==> config.mk <==
export PLATFORM = sky130hd
export DESIGN_NAME = legacy_object_hash
export DESIGN_NICKNAME = d
export VERILOG_FILES = /design/src/rtl/core/lohash_pkg.sv /design/src/rtl/core/legacy_object_hash.sv /design/src/rtl/core/lohash_fifo.sv /design/src/rtl/core/lohash_front.sv /design/src/rtl/core/lohash_back.sv
export SDC_FILE = /design/constraint.sdc
export NUM_CORES = 2
export LEC_CHECK = 0
export BUFFER_PORTS_ARGS = -buffer_cell sky130_fd_sc_hd__buf_2
export CAP_MARGIN = 15
export CORE_MARGIN = 2
export CORE_UTILIZATION = 48
export DETAILED_ROUTE_END_ITERATION = 6
export GPL_TIMING_DRIVEN = 0
export PLACE_DENSITY = 0.63
export SYNTH_ARGS = -nofsm -noshare
export SYNTH_HDL_FRONTEND = slang
export SYNTH_SLANG_ARGS = --single-unit
export TNS_END_PERCENT = 50
==> constraint.sdc <==
create_clock -name i_clk -period 17.6 [get_ports i_clk]
set_input_delay 0 -clock i_clk [delete_from_list [all_inputs] [get_ports i_clk]]
set_output_delay 0 -clock i_clk [all_outputs]
set_load 0.005 [all_outputs]
==> src/rtl/core/lohash_pkg.sv <==
// Shared types and constants of the legacy object hash block.
// Used by rtl/core modules but the fifo; depends on nothing.
package lohash_pkg;

    localparam int WORD_BITS_DEF  = 64;
    localparam int DIGIT_BITS_DEF = 30;
    localparam int ELEM_W         = 30;
    localparam int OUT_W          = 64;
    localparam int MULT_W         = 20;
    localparam logic [MULT_W-1:0] MULTIPLIER = 20'd1000003;
    localparam int SEED_SHIFT     = 7;
    localparam int MID_DEPTH      = 2;
    localparam int RES_DEPTH      = 2;

    typedef logic [1:0] t_kind;
    localparam t_kind KIND_STR   = 2'd0;
    localparam t_kind KIND_DIGIT = 2'd1;
    localparam t_kind KIND_EMPTY = 2'd2;

    typedef struct packed {
        t_kind             kind;
        logic [ELEM_W-1:0] element;
        logic              negative;
        logic              last;
    } t_item;

endpackage

==> src/rtl/core/legacy_object_hash.sv <==
// Top level of the legacy object hash block: front stage, item queue,
// back stage and result queue. Depends on lohash_pkg and the lohash_* modules.
//
// Usage: the elements of one object enter on the input queue port: an item
// is taken at a clock edge with push high and full low. The item marked last
// (or an empty request, which stands for an empty string or a zero integer
// and gives 0) produces one result, the hash of the whole object.
// Results leave through the output queue port: o_hash_value is valid while
// empty is low, and the item is removed at an edge with pop high.
// The last element passes the front register, the item queue, the finishing
// register and the result queue. Throughput, unless the receiver stalls: one
// element per cycle, set by the back stage, folding each into the accumulator.
// When the receiver stalls, the result queue fills, then the back stage
// holds, then the item queue and the front stage fill and full rises.
// Reset clears all queues and returns the accumulator, count and
// first-element flag to their idle state; no object is in progress.
module legacy_object_hash #(
    parameter int WORD_BITS  = lohash_pkg::WORD_BITS_DEF,
    parameter int DIGIT_BITS = lohash_pkg::DIGIT_BITS_DEF
) (
    input  logic                                i_clk,
    input  logic                                i_rst_n,
    input  logic                                push,
    output logic                                full,
    input  logic                                i_func,
    input  logic [lohash_pkg::ELEM_W-1:0]       i_element,
    input  logic                                i_negative,
    input  logic                                i_last,
    input  logic                                i_empty_req,
    output logic                                empty,
    input  logic                                pop,
    output logic signed [lohash_pkg::OUT_W-1:0] o_hash_value
);

    logic                 w_mid_push;
    logic                 w_mid_full;
    logic                 w_mid_empty;
    logic                 w_mid_pop;
    lohash_pkg::t_item    w_mid_in;
    lohash_pkg::t_item    w_mid_out;
    logic                 w_res_valid;
    logic [WORD_BITS-1:0] w_res_value;
    logic                 w_res_full;
    logic [WORD_BITS-1:0] w_head;

    lohash_front u_front (
        .i_clk       (i_clk),
        .i_rst_n     (i_rst_n),
        .i_push      (push),
        .i_func      (i_func),
        .i_element   (i_element),
        .i_negative  (i_negative),
        .i_last      (i_last),
        .i_empty_req (i_empty_req),
        .i_mid_full  (w_mid_full),
        .o_full      (full),
        .o_mid_push  (w_mid_push),
        .o_mid_item  (w_mid_in)
    );

    lohash_fifo #(
        .WIDTH ($bits(lohash_pkg::t_item)),
        .DEPTH (lohash_pkg::MID_DEPTH)
    ) u_mid_q (
        .i_clk   (i_clk),
        .i_rst_n (i_rst_n),
        .i_push  (w_mid_push),
        .i_data  (w_mid_in),
        .i_pop   (w_mid_pop),
        .o_data  (w_mid_out),
        .o_full  (w_mid_full),
        .o_empty (w_mid_empty)
    );

    lohash_back #(
        .WORD_BITS  (WORD_BITS),
        .DIGIT_BITS (DIGIT_BITS)
    ) u_back (
        .i_clk       (i_clk),
        .i_rst_n     (i_rst_n),
        .i_valid     (!w_mid_empty),
        .i_item      (w_mid_out),
        .i_res_ready (!w_res_full),
        .o_pop       (w_mid_pop),
        .o_res_valid (w_res_valid),
        .o_res_value (w_res_value)
    );

    lohash_fifo #(
        .WIDTH (WORD_BITS),
        .DEPTH (lohash_pkg::RES_DEPTH)
    ) u_res_q (
        .i_clk   (i_clk),
        .i_rst_n (i_rst_n),
        .i_push  (w_res_valid),
        .i_data  (w_res_value),
        .i_pop   (pop),
        .o_data  (w_head),
        .o_full  (w_res_full),
        .o_empty (empty)
    );

    assign o_hash_value = lohash_pkg::OUT_W'($signed(w_head));

endmodule

==> src/rtl/core/lohash_fifo.sv <==
// Small first-in first-out queue held in flip-flops, used between the stages.
// Depends on nothing; width and depth come in as parameters.
module lohash_fifo #(
    parameter int WIDTH = 8,
    parameter int DEPTH = 2
) (
    input  logic             i_clk,
    input  logic             i_rst_n,
    input  logic             i_push,
    input  logic [WIDTH-1:0] i_data,
    input  logic             i_pop,
    output logic [WIDTH-1:0] o_data,
    output logic             o_full,
    output logic             o_empty
);

    localparam int AW = (DEPTH > 1) ? $clog2(DEPTH) : 1;
    localparam int CW = $clog2(DEPTH + 1);

    logic [WIDTH-1:0] r_mem [DEPTH];
    logic [AW-1:0]    r_wr, n_wr;
    logic [AW-1:0]    r_rd, n_rd;
    logic [CW-1:0]    r_cnt, n_cnt;
    logic             w_push;
    logic             w_pop;

    assign o_full  = (r_cnt == CW'(DEPTH));
    assign o_empty = (r_cnt == '0);
    assign o_data  = r_mem[r_rd];
    assign w_push  = i_push && !o_full;
    assign w_pop   = i_pop && !o_empty;

    always_comb begin
        n_wr  = r_wr;
        n_rd  = r_rd;
        n_cnt = r_cnt;
        if (w_push) begin
            n_wr = (r_wr == AW'(DEPTH - 1)) ? '0 : r_wr + 1'b1;
        end
        if (w_pop) begin
            n_rd = (r_rd == AW'(DEPTH - 1)) ? '0 : r_rd + 1'b1;
        end
        if (w_push && !w_pop) begin
            n_cnt = r_cnt + 1'b1;
        end else if (w_pop && !w_push) begin
            n_cnt = r_cnt - 1'b1;
        end
    end

    always_ff @(posedge i_clk) begin
        if (!i_rst_n) begin
            r_wr  <= '0;
            r_rd  <= '0;
            r_cnt <= '0;
        end else begin
            r_wr  <= n_wr;
            r_rd  <= n_rd;
            r_cnt <= n_cnt;
        end
    end

    always_ff @(posedge i_clk) begin
        if (w_push) begin
            r_mem[r_wr] <= i_data;
        end
    end

endmodule

==> src/rtl/core/lohash_front.sv <==
// Front stage: accepts input items, classifies them and hands them to the queue.
// Depends on lohash_pkg for the item type and kind codes.
module lohash_front (
    input  logic                    i_clk,
    input  logic                    i_rst_n,
    input  logic                    i_push,
    input  logic                    i_func,
    input  logic [lohash_pkg::ELEM_W-1:0] i_element,
    input  logic                    i_negative,
    input  logic                    i_last,
    input  logic                    i_empty_req,
    input  logic                    i_mid_full,
    output logic                    o_full,
    output logic                    o_mid_push,
    output lohash_pkg::t_item       o_mid_item
);

    logic              r_valid, n_valid;
    lohash_pkg::t_item r_item;
    lohash_pkg::t_item w_item;
    logic              w_ready;
    logic              w_take;

    // An empty request overrides the mode of the element.
    always_comb begin
        w_item.kind     = i_empty_req ? lohash_pkg::KIND_EMPTY :
                          (i_func ? lohash_pkg::KIND_DIGIT : lohash_pkg::KIND_STR);
        w_item.element  = i_element;
        w_item.negative = i_negative;
        w_item.last     = i_last;
    end

    assign w_ready    = !r_valid || !i_mid_full;
    assign w_take     = i_push && w_ready;
    assign o_full     = !w_ready;
    assign o_mid_push = r_valid && !i_mid_full;
    assign o_mid_item = r_item;

    always_comb begin
        n_valid = r_valid;
        if (w_take) begin
            n_valid = 1'b1;
        end else if (o_mid_push) begin
            n_valid = 1'b0;
        end
    end

    always_ff @(posedge i_clk) begin
        if (!i_rst_n) begin
            r_valid <= 1'b0;
        end else begin
            r_valid <= n_valid;
        end
    end

    always_ff @(posedge i_clk) begin
        if (w_take) begin
            r_item <= w_item;
        end
    end

endmodule

==> src/rtl/core/lohash_back.sv <==
// Back stage: runs the hash accumulator and the finishing step of each object.
// Depends on lohash_pkg for the item type, kind codes and hash constants.
module lohash_back #(
    parameter int WORD_BITS  = lohash_pkg::WORD_BITS_DEF,
    parameter int DIGIT_BITS = lohash_pkg::DIGIT_BITS_DEF
) (
    input  logic                 i_clk,
    input  logic                 i_rst_n,
    input  logic                 i_valid,
    input  lohash_pkg::t_item    i_item,
    input  logic                 i_res_ready,
    output logic                 o_pop,
    output logic                 o_res_valid,
    output logic [WORD_BITS-1:0] o_res_value
);

    logic [WORD_BITS-1:0] r_acc, n_acc;
    logic [WORD_BITS-1:0] r_cnt, n_cnt;
    logic                 r_awaiting, n_awaiting;

    logic                 r_fin_valid, n_fin_valid;
    logic [WORD_BITS-1:0] r_fin_x;
    logic [WORD_BITS-1:0] r_fin_cnt;
    lohash_pkg::t_kind    r_fin_kind;
    logic                 r_fin_neg;

    logic                 w_produces;
    logic                 w_fin_ready;
    logic                 w_load_fin;
    logic [WORD_BITS-1:0] w_elem;
    logic [WORD_BITS-1:0] w_seed_x;
    logic [WORD_BITS-1:0] w_prod;
    logic [WORD_BITS-1:0] w_str_x;
    logic [WORD_BITS-1:0] w_digit;
    logic [WORD_BITS-1:0] w_rot;
    logic [WORD_BITS:0]   w_sum;
    logic [WORD_BITS-1:0] w_dig_x;
    logic [WORD_BITS-1:0] w_next_x;
    logic [WORD_BITS-1:0] w_next_cnt;
    logic [WORD_BITS-1:0] w_fin;

    assign w_produces  = i_item.last || (i_item.kind == lohash_pkg::KIND_EMPTY);
    assign w_fin_ready = !r_fin_valid || i_res_ready;
    assign o_pop       = i_valid && (!w_produces || w_fin_ready);
    assign w_load_fin  = o_pop && w_produces;

    // String step: the first element seeds the accumulator before the multiply.
    assign w_elem   = WORD_BITS'(i_item.element);
    assign w_seed_x = r_awaiting ? (w_elem << lohash_pkg::SEED_SHIFT) : r_acc;

    // The constant multiply reduces to one shifted copy per set bit.
    always_comb begin
        w_prod = '0;
        for (int k = 0; k < lohash_pkg::MULT_W; k++) begin
            if (lohash_pkg::MULTIPLIER[k]) begin
                w_prod = w_prod + (w_seed_x << k);
            end
        end
    end
    assign w_str_x = w_prod ^ w_elem;

    // Digit step: rotate, then add with the carry folded back into bit zero.
    assign w_digit = WORD_BITS'(i_item.element[DIGIT_BITS-1:0]);
    assign w_rot   = {r_acc[WORD_BITS-DIGIT_BITS-1:0], r_acc[WORD_BITS-1:WORD_BITS-DIGIT_BITS]};
    assign w_sum   = {1'b0, w_rot} + {1'b0, w_digit};
    assign w_dig_x = w_sum[WORD_BITS-1:0] + WORD_BITS'(w_sum[WORD_BITS]);

    assign w_next_x   = (i_item.kind == lohash_pkg::KIND_DIGIT) ? w_dig_x : w_str_x;
    assign w_next_cnt = r_cnt + 1'b1;

    always_comb begin
        n_acc      = r_acc;
        n_cnt      = r_cnt;
        n_awaiting = r_awaiting;
        if (o_pop) begin
            if (w_produces) begin
                n_acc      = '0;
                n_cnt      = '0;
                n_awaiting = 1'b1;
            end else begin
                n_acc      = w_next_x;
                n_cnt      = w_next_cnt;
                n_awaiting = 1'b0;
            end
        end
    end

    always_comb begin
        n_fin_valid = r_fin_valid;
        if (w_load_fin) begin
            n_fin_valid = 1'b1;
        end else if (i_res_ready) begin
            n_fin_valid = 1'b0;
        end
    end

    always_ff @(posedge i_clk) begin
        if (!i_rst_n) begin
            r_acc       <= '0;
            r_cnt       <= '0;
            r_awaiting  <= 1'b1;
            r_fin_valid <= 1'b0;
        end else begin
            r_acc       <= n_acc;
            r_cnt       <= n_cnt;
            r_awaiting  <= n_awaiting;
            r_fin_valid <= n_fin_valid;
        end
    end

    always_ff @(posedge i_clk) begin
        if (w_load_fin) begin
            r_fin_x    <= w_next_x;
            r_fin_cnt  <= w_next_cnt;
            r_fin_kind <= i_item.kind;
            r_fin_neg  <= i_item.negative;
        end
    end

    // Finishing step; an all-ones word would read as -1 and becomes -2.
    always_comb begin
        unique case (r_fin_kind)
            lohash_pkg::KIND_STR:   w_fin = r_fin_x ^ r_fin_cnt;
            lohash_pkg::KIND_DIGIT: w_fin = r_fin_neg ? ('0 - r_fin_x) : r_fin_x;
            default:                w_fin = '0;
        endcase
        o_res_value = (&w_fin) ? ~WORD_BITS'(1) : w_fin;
    end

    assign o_res_valid = r_fin_valid;

endmodule

# Word-level counts from Yosys, hierarchy flattened

Memories as Yosys holds them, arrays and structs flattened. A register that Yosys moved wholly into a read port is not among the register bits.
Index checks and enable logic that the tools add are counted.

Register bits after elaboration: 304
RAM bits: 196
Input port bits: 38
Output and inout port bits: 66
Word-level logic and storage cells: 113
Memories kept: 2

Add/sub/neg operators: 20
Equal/unequal tests: 6
Multiplexer cells: 29
Bitwise operators: 2
Reductions and logical operators: 35

Memories:

| memory        | words | width | read ports | clocked after Yosys merged registers in | wr ports | line              | RTL |
|---|---|---|---|---|---|---|---|
| u_res_q.r_mem | 2     | 64    | 1          | 1                                       | 1        | lohash_fifo.sv:20 | `logic [WIDTH-1:0] r_mem [DEPTH];` |
| u_mid_q.r_mem | 2     | 34    | 1          | 1                                       | 1        | lohash_fifo.sv:20 |  |

Operators with widths:

| cell                                                | number |
|---|---|
| adder 64 bit                                        | 8 |
| two-way mux 64 bit                                  | 6 |
| one-hot mux 64 bit (2 select lines)                 | 1 |
| adder 64 x 30 -> 65 bit                             | 1 |
| adder 64 x 1 -> 64 bit                              | 1 |
| adder 64 x 1 -> 64 bit, second input constant       | 1 |
| AND reduction 64 bit                                | 1 |
| subtractor 1 x 64 -> 64 bit, first input constant   | 1 |
| XOR 64 x 30 -> 64 bit                               | 1 |
| XOR 64 bit                                          | 1 |
| two-way mux 1 bit                                   | 18 |
| logical AND 1 bit                                   | 12 |
| zero test 1 bit                                     | 12 |
| two-way mux 2 bit                                   | 4 |
| equality test 2 bit, second input constant          | 3 |
| zero test 2 bit                                     | 3 |
| nonzero test 2 bit                                  | 3 |
| adder 1 bit, second input constant                  | 4 |
| adder 2 x 1 -> 2 bit, second input constant         | 2 |
| equality test 2 x 1 -> 1 bit, second input constant | 2 |
| logical OR 1 bit                                    | 4 |
| subtractor 2 x 1 -> 2 bit, second input constant    | 2 |
| != test 2 bit, second input constant                | 1 |

# Longest topological paths before layout

Depth after elaboration: 12
Depth in mapped cells: 27
Mapped depth without buffers: 25

# Hierarchy

A second synthesis with hierarchy kept.

Cells, all modules: 3944
Area total of the unflattened synthesis: 39551.7 sq um

By module, submodules not included:

| module                | instances | cells an instance | area an instance (sq um) | seq. area each (sq um) |
|---|---|---|---|---|
| lohash_back           | 1         | 3547              | 30909.6                  | 6536.3 |
| lohash_fifo (u_res_q) | 1         | 224               | 4870.9                   | 3943.8 |
| lohash_fifo (u_mid_q) | 1         | 131               | 2686.3                   | 2142.1 |
| lohash_front          | 1         | 40                | 1077.3                   | 1041.0 |
| legacy_object_hash    | 1         | 2                 | 7.5                      | 0.0 |

# Least setup slack after synthesis

OpenSTA, ideal clock, no wires.

Kind: reg2reg
Start: register with a tool-made name
End: register u_back.r_fin_x[52], data pin
Library setup time: 0.253 ns
Arrival: 6.917 ns
Setup slack: 10.430 ns
Cell stages (with the launch flop): 26
Clock period less this slack: 7.170 ns
Cells stage by stage: dfxtp_1 > clkbuf_1 > clkbuf_1 > mux2i_1 > a21o_1 > inv_1 > fa_1 > fa_1 > fa_1 > inv_1 > fa_1 > inv_1 > ha_1 > a21oi_1 > o21a_1 > and3_1 > o21a_1 > a21oi_1 > a2111oi_0 > nor3_1 > a2111oi_0 > o21ai_0 > a21oi_1 > xnor2_1 > nand2_1 > nand2_1

RTL lines:

| what                 | line               | RTL |
|---|---|---|
| end signal, assigned | lohash_back.sv:113 | `r_fin_x <= w_next_x;` |
| end, declared        | lohash_back.sv:22  | `logic [WORD_BITS-1:0] r_fin_x;` |

# Final worst setup path

Start: register u_back.r_awaiting
End: register u_back.r_fin_x[48], data pin

Cells in the longest elaborated chain, start to end: 11

RTL lines:

| what                          | line               | RTL |
|---|---|---|
| start, declared               | lohash_back.sv:19  | `logic r_awaiting, n_awaiting;` |
| start signal, assigned        | lohash_back.sv:106 | `r_awaiting <= n_awaiting;` |
| two-way mux 64 bit *          | lohash_back.sv:49  | `assign w_seed_x = r_awaiting ? (w_elem << lohash_pkg::SEED_SHIFT) : r_acc;` |
| adder 64 bit (7 in series)    | lohash_back.sv:56  | `w_prod = w_prod + (w_seed_x << k);` |
| adder 64 bit *                | lohash_back.sv:56  |  |
| XOR 64 x 30 -> 64 bit *       | lohash_back.sv:60  | `assign w_str_x = w_prod ^ w_elem;` |
| two-way mux 64 bit *          | lohash_back.sv:68  | `assign w_next_x = (i_item.kind == lohash_pkg::KIND_DIGIT) ? w_dig_x : w_str_x;` |
| named net u_back.w_next_x[48] | lohash_back.sv:38  | `logic [WORD_BITS-1:0] w_next_x;` |

Mark *: on every way through the listed nets, which the timed path passes. The rest lies on a longest branch.
A chain may end at the register's enable or synchronous reset.

==> flow_summary.ini <==
[status]
status = complete, no violations

[yosys]
synth_ff_type = edfxtp_1
syn_avg_cell_area_sq_um = 10.0
syn_inst = 3907
synth_seq_cells = 502
yosysMostFrequentCell = inv_1
netlist_area_sq_um = 39200
yosysSeqAreaShare_pct = 34.9
synth.area.top_cells = edfxtp_1, fa_1, dfxtp_1
yosysTopAreaCellShare_pct = 27.7
synth_edf_count = 361
synth_nets = 4413
yosys_warnings = 0
synth_top_area_cell = edfxtp_1
ys_async_sr_fraction_pct = 0
ys_types = 89
synth_commonest_cells = inv_1, edfxtp_1, fa_1, nor2_1, nand2_1

[timing]
setup_viol = 0
slew_headroom_pct = 15.4
slew_violations = 0
worstMarginPinSlew_ns = 1.26
fmax_ghz = 0.102
rsz0062_at_grt = no
timing.final.crit_period_ns = 9.78
fin_setup_tns_ns = 0
finalHoldViolations = 0
fin_crit_sh_pct = 55.6
skew_ns = 0.0329

[detailed_routing]
drt_pass1_iterations = 5
drc = 0
vias = 29700
routed.top_layer = met5
route.met2.wl_mm = 55.1
final_antenna_net_count = 0
avgRoutedWirePerCell_microns = 23.4
met1Wirelength_mm = 51.3
viasPerCell = 5.70
wl_mm = 122
drt_iter0_markers = 2581
wl_met3_mm = 8.54

[floorplan]
core-area_sq_um = 80700
io_pins = 104
die-area_sq_um = 84000
start_util_pct = 48.6
num_rows = 104
die_h_microns = 290
die_w_microns = 290

[worst_setup_path]
cp_max_fo = 10
r2r-end = u_back.r_fin_x[48]$_DFFE_PP_
cp_slowest_cell = a2111oi_0
rrSetupSlack_ns = 7.82
reg2reg_from = u_back.r_awaiting$_SDFFE_PN1P_
cp.required_ns = 17.92
crit_buf_inv = 6
worstSetupPathType = register to register
cp.depth = 23
critPathLaunchType = register
r2r_cells = 23
cpMostUsedCell = fa_1
worst_ep_arrival_time_ns = 10.10
endpoint_kind = register
critPathMaxStageDelay_ns = 0.94
critPathTopFamily = compound AO/OA/AOI/OAI gates
timing.critical_path.cells = clkbuf_1 > clkbuf_1 > clkbuf_1 > a21o_1 > inv_1 > fa_1 > fa_1 > fa_1 > inv_1 > fa_1 > inv_1 > ha_1 > and4_1 > nand2_1 > nor2_1 > o2111ai_1 > a21oi_1 > a2111oi_0 > nor3_1 > a2111oi_0 > o21bai_1 > xnor2_1 > o21ai_0

[clock_tree]
cts_tree = built
clock_sinks = 502
clock_latency_ns = 0.62
cts_root_buf = clkbuf_16
cts_buffer_depth = 3
clk_pin_slew_ns = 0.06
ctsHtreeMaxLevel = 2
cts_buffers = 52
cts_setup_buffers = 0

[global_routing]
grt_pass1_vias = 29300
grt_pass1_wl_mm = 183
grt.total_usage_pct = 29.3
overflow = 0
grt_max_degree = 73
antenna_found_initial = 1

[place]
io_buffers = 103
hpwl_mm = 100
routabilityCongestion = 1.03

[hold_path]
hold_class = input port to register
hp-start = i_element[2]
min_path_cells = 2
min_to = u_front.o_mid_item[4]$_DFFE_PP_

[finish]
areaGrowthSynthToFinish_pct = 10.6
drive_above_1_share_pct = 7.74
nets = 4612
n_antenna_cell = 0
nFillCells = 7322

[run]
max_cap_violations = 0
## layout make-up
cell class	count	area, sq um	area share (%)
Sequential cell	502	13700	31.5
Tap cell	1060	1330	3.06
Clock buffer	69	1430	3.30
Clock inverter	28	370	0.855
Inverter	437	1650	3.80
Multi-Input combinational cell	2807	23300	53.8
Timing Repair Buffer	145	981	2.26
Buffer	161	621	1.43
## placed cells by master (no fill, tap or decap), types with 69 or more instances in the layout
master	n
buf_2	116
o21ai_0	131
fa_1	318
clkbuf_1	154
xor2_1	143
a21o_1	119
edfxtp_1	361
nor2b_1	115
nand3_1	80
nor2_1	291
nor3_1	92
nand2_1	219
inv_1	435
dfxtp_1	141
mux2_2	69
xnor2_1	201
a21oi_1	197
ha_1	150
## registers in the layout, summed over array words and instances (netlist names), 2 cells and up, named ones only
register,count
u_mid_q.r_mem,68
u_back.r_fin_kind,2
u_front.o_mid_item,34
u_back.r_acc,64
u_back.r_fin_x,64
u_mid_q.r_cnt,2
u_back.r_fin_cnt,64
u_back.r_cnt,64
u_res_q.r_mem,128
u_res_q.r_cnt,2
## per-layer routing
layer	vias up	global-route usage, %
li1	13900	-
met4	2	14.5
met2	1193	47.1
met3	269	4.24
met1	14300	38.9
met5	-	0
## timing repair
action	in CTS	in global routing
hold buffers	37	0
endpoints found under the hold margin	75	0
gates resized for setup	0	0
## logic make-up (layout without fill, tap and decap cells)
family / Yosys count / count (layout) / share of synthesized area (%)
simple gates: 1115 / 1115 / 14.6
compound gates: 771 / 771 / 13.1
buf+inv: 598 / 840 / 5.77
flops: 502 / 502 / 34.9
fa+ha+maj: 468 / 468 / 21.0
xor+xnor: 344 / 344 / 7.69
mux: 109 / 109 / 3.00
## metrics by stage
| step | hold slack [ns] | std cells | area (sq um) | util (%) | setup WS [ns] |
|---|---|---|---|---|---|
| after CTS | 0.0559 | 5208 | 43300 | 53.7 | 7.92 |
| final | 0.103 | 5209 | 43300 | 53.7 | 7.82 |
| after detailed placement | 0.178 | 5074 | 41200 | 51.0 | 7.98 |
| after global placement | 0.177 | 5070 | 41000 | 50.9 | 7.98 |
| after floorplan | 0.0989 | 3907 | 39200 | - | 10.43 |
| after global routing | 0.0875 | 5209 | 43300 | 53.7 | 7.46 |
## how the worst max path moves through the flow
stage	from	endpoint	slack [ns]
after global placement	u_back.r_awaiting$_SDFFE_PN1P_	u_back.r_fin_x[48]$_DFFE_PP_	7.98
after floorplan	register	u_back.r_fin_x[52]$_DFFE_PP_	10.43
after global routing	u_back.r_awaiting$_SDFFE_PN1P_	u_back.r_fin_x[52]$_DFFE_PP_	7.46
after CTS	u_back.r_awaiting$_SDFFE_PN1P_	u_back.r_fin_x[52]$_DFFE_PP_	7.92
final	u_back.r_awaiting$_SDFFE_PN1P_	u_back.r_fin_x[48]$_DFFE_PP_	7.82
after detailed placement	u_back.r_awaiting$_SDFFE_PN1P_	u_back.r_fin_x[52]$_DFFE_PP_	7.98
## worst register-to-register path, cell delays in order (launching register included)
cell,delay (ns)
dfxtp_1,0.66
clkbuf_1,0.66
clkbuf_1,0.50
clkbuf_1,0.56
a21o_1,0.63
inv_1,0.35
fa_1,0.60
fa_1,0.44
fa_1,0.56
inv_1,0.06
fa_1,0.52
inv_1,0.04
ha_1,0.35
and4_1,0.19
nand2_1,0.14
nor2_1,0.08
o2111ai_1,0.20
a21oi_1,0.23
a2111oi_0,0.77
nor3_1,0.16
a2111oi_0,0.94
o21bai_1,0.15
xnor2_1,0.53
o21ai_0,0.16
Power is not shown: default switching activity piles up to over one toggle a cycle in this logic, so the estimate is an artifact.
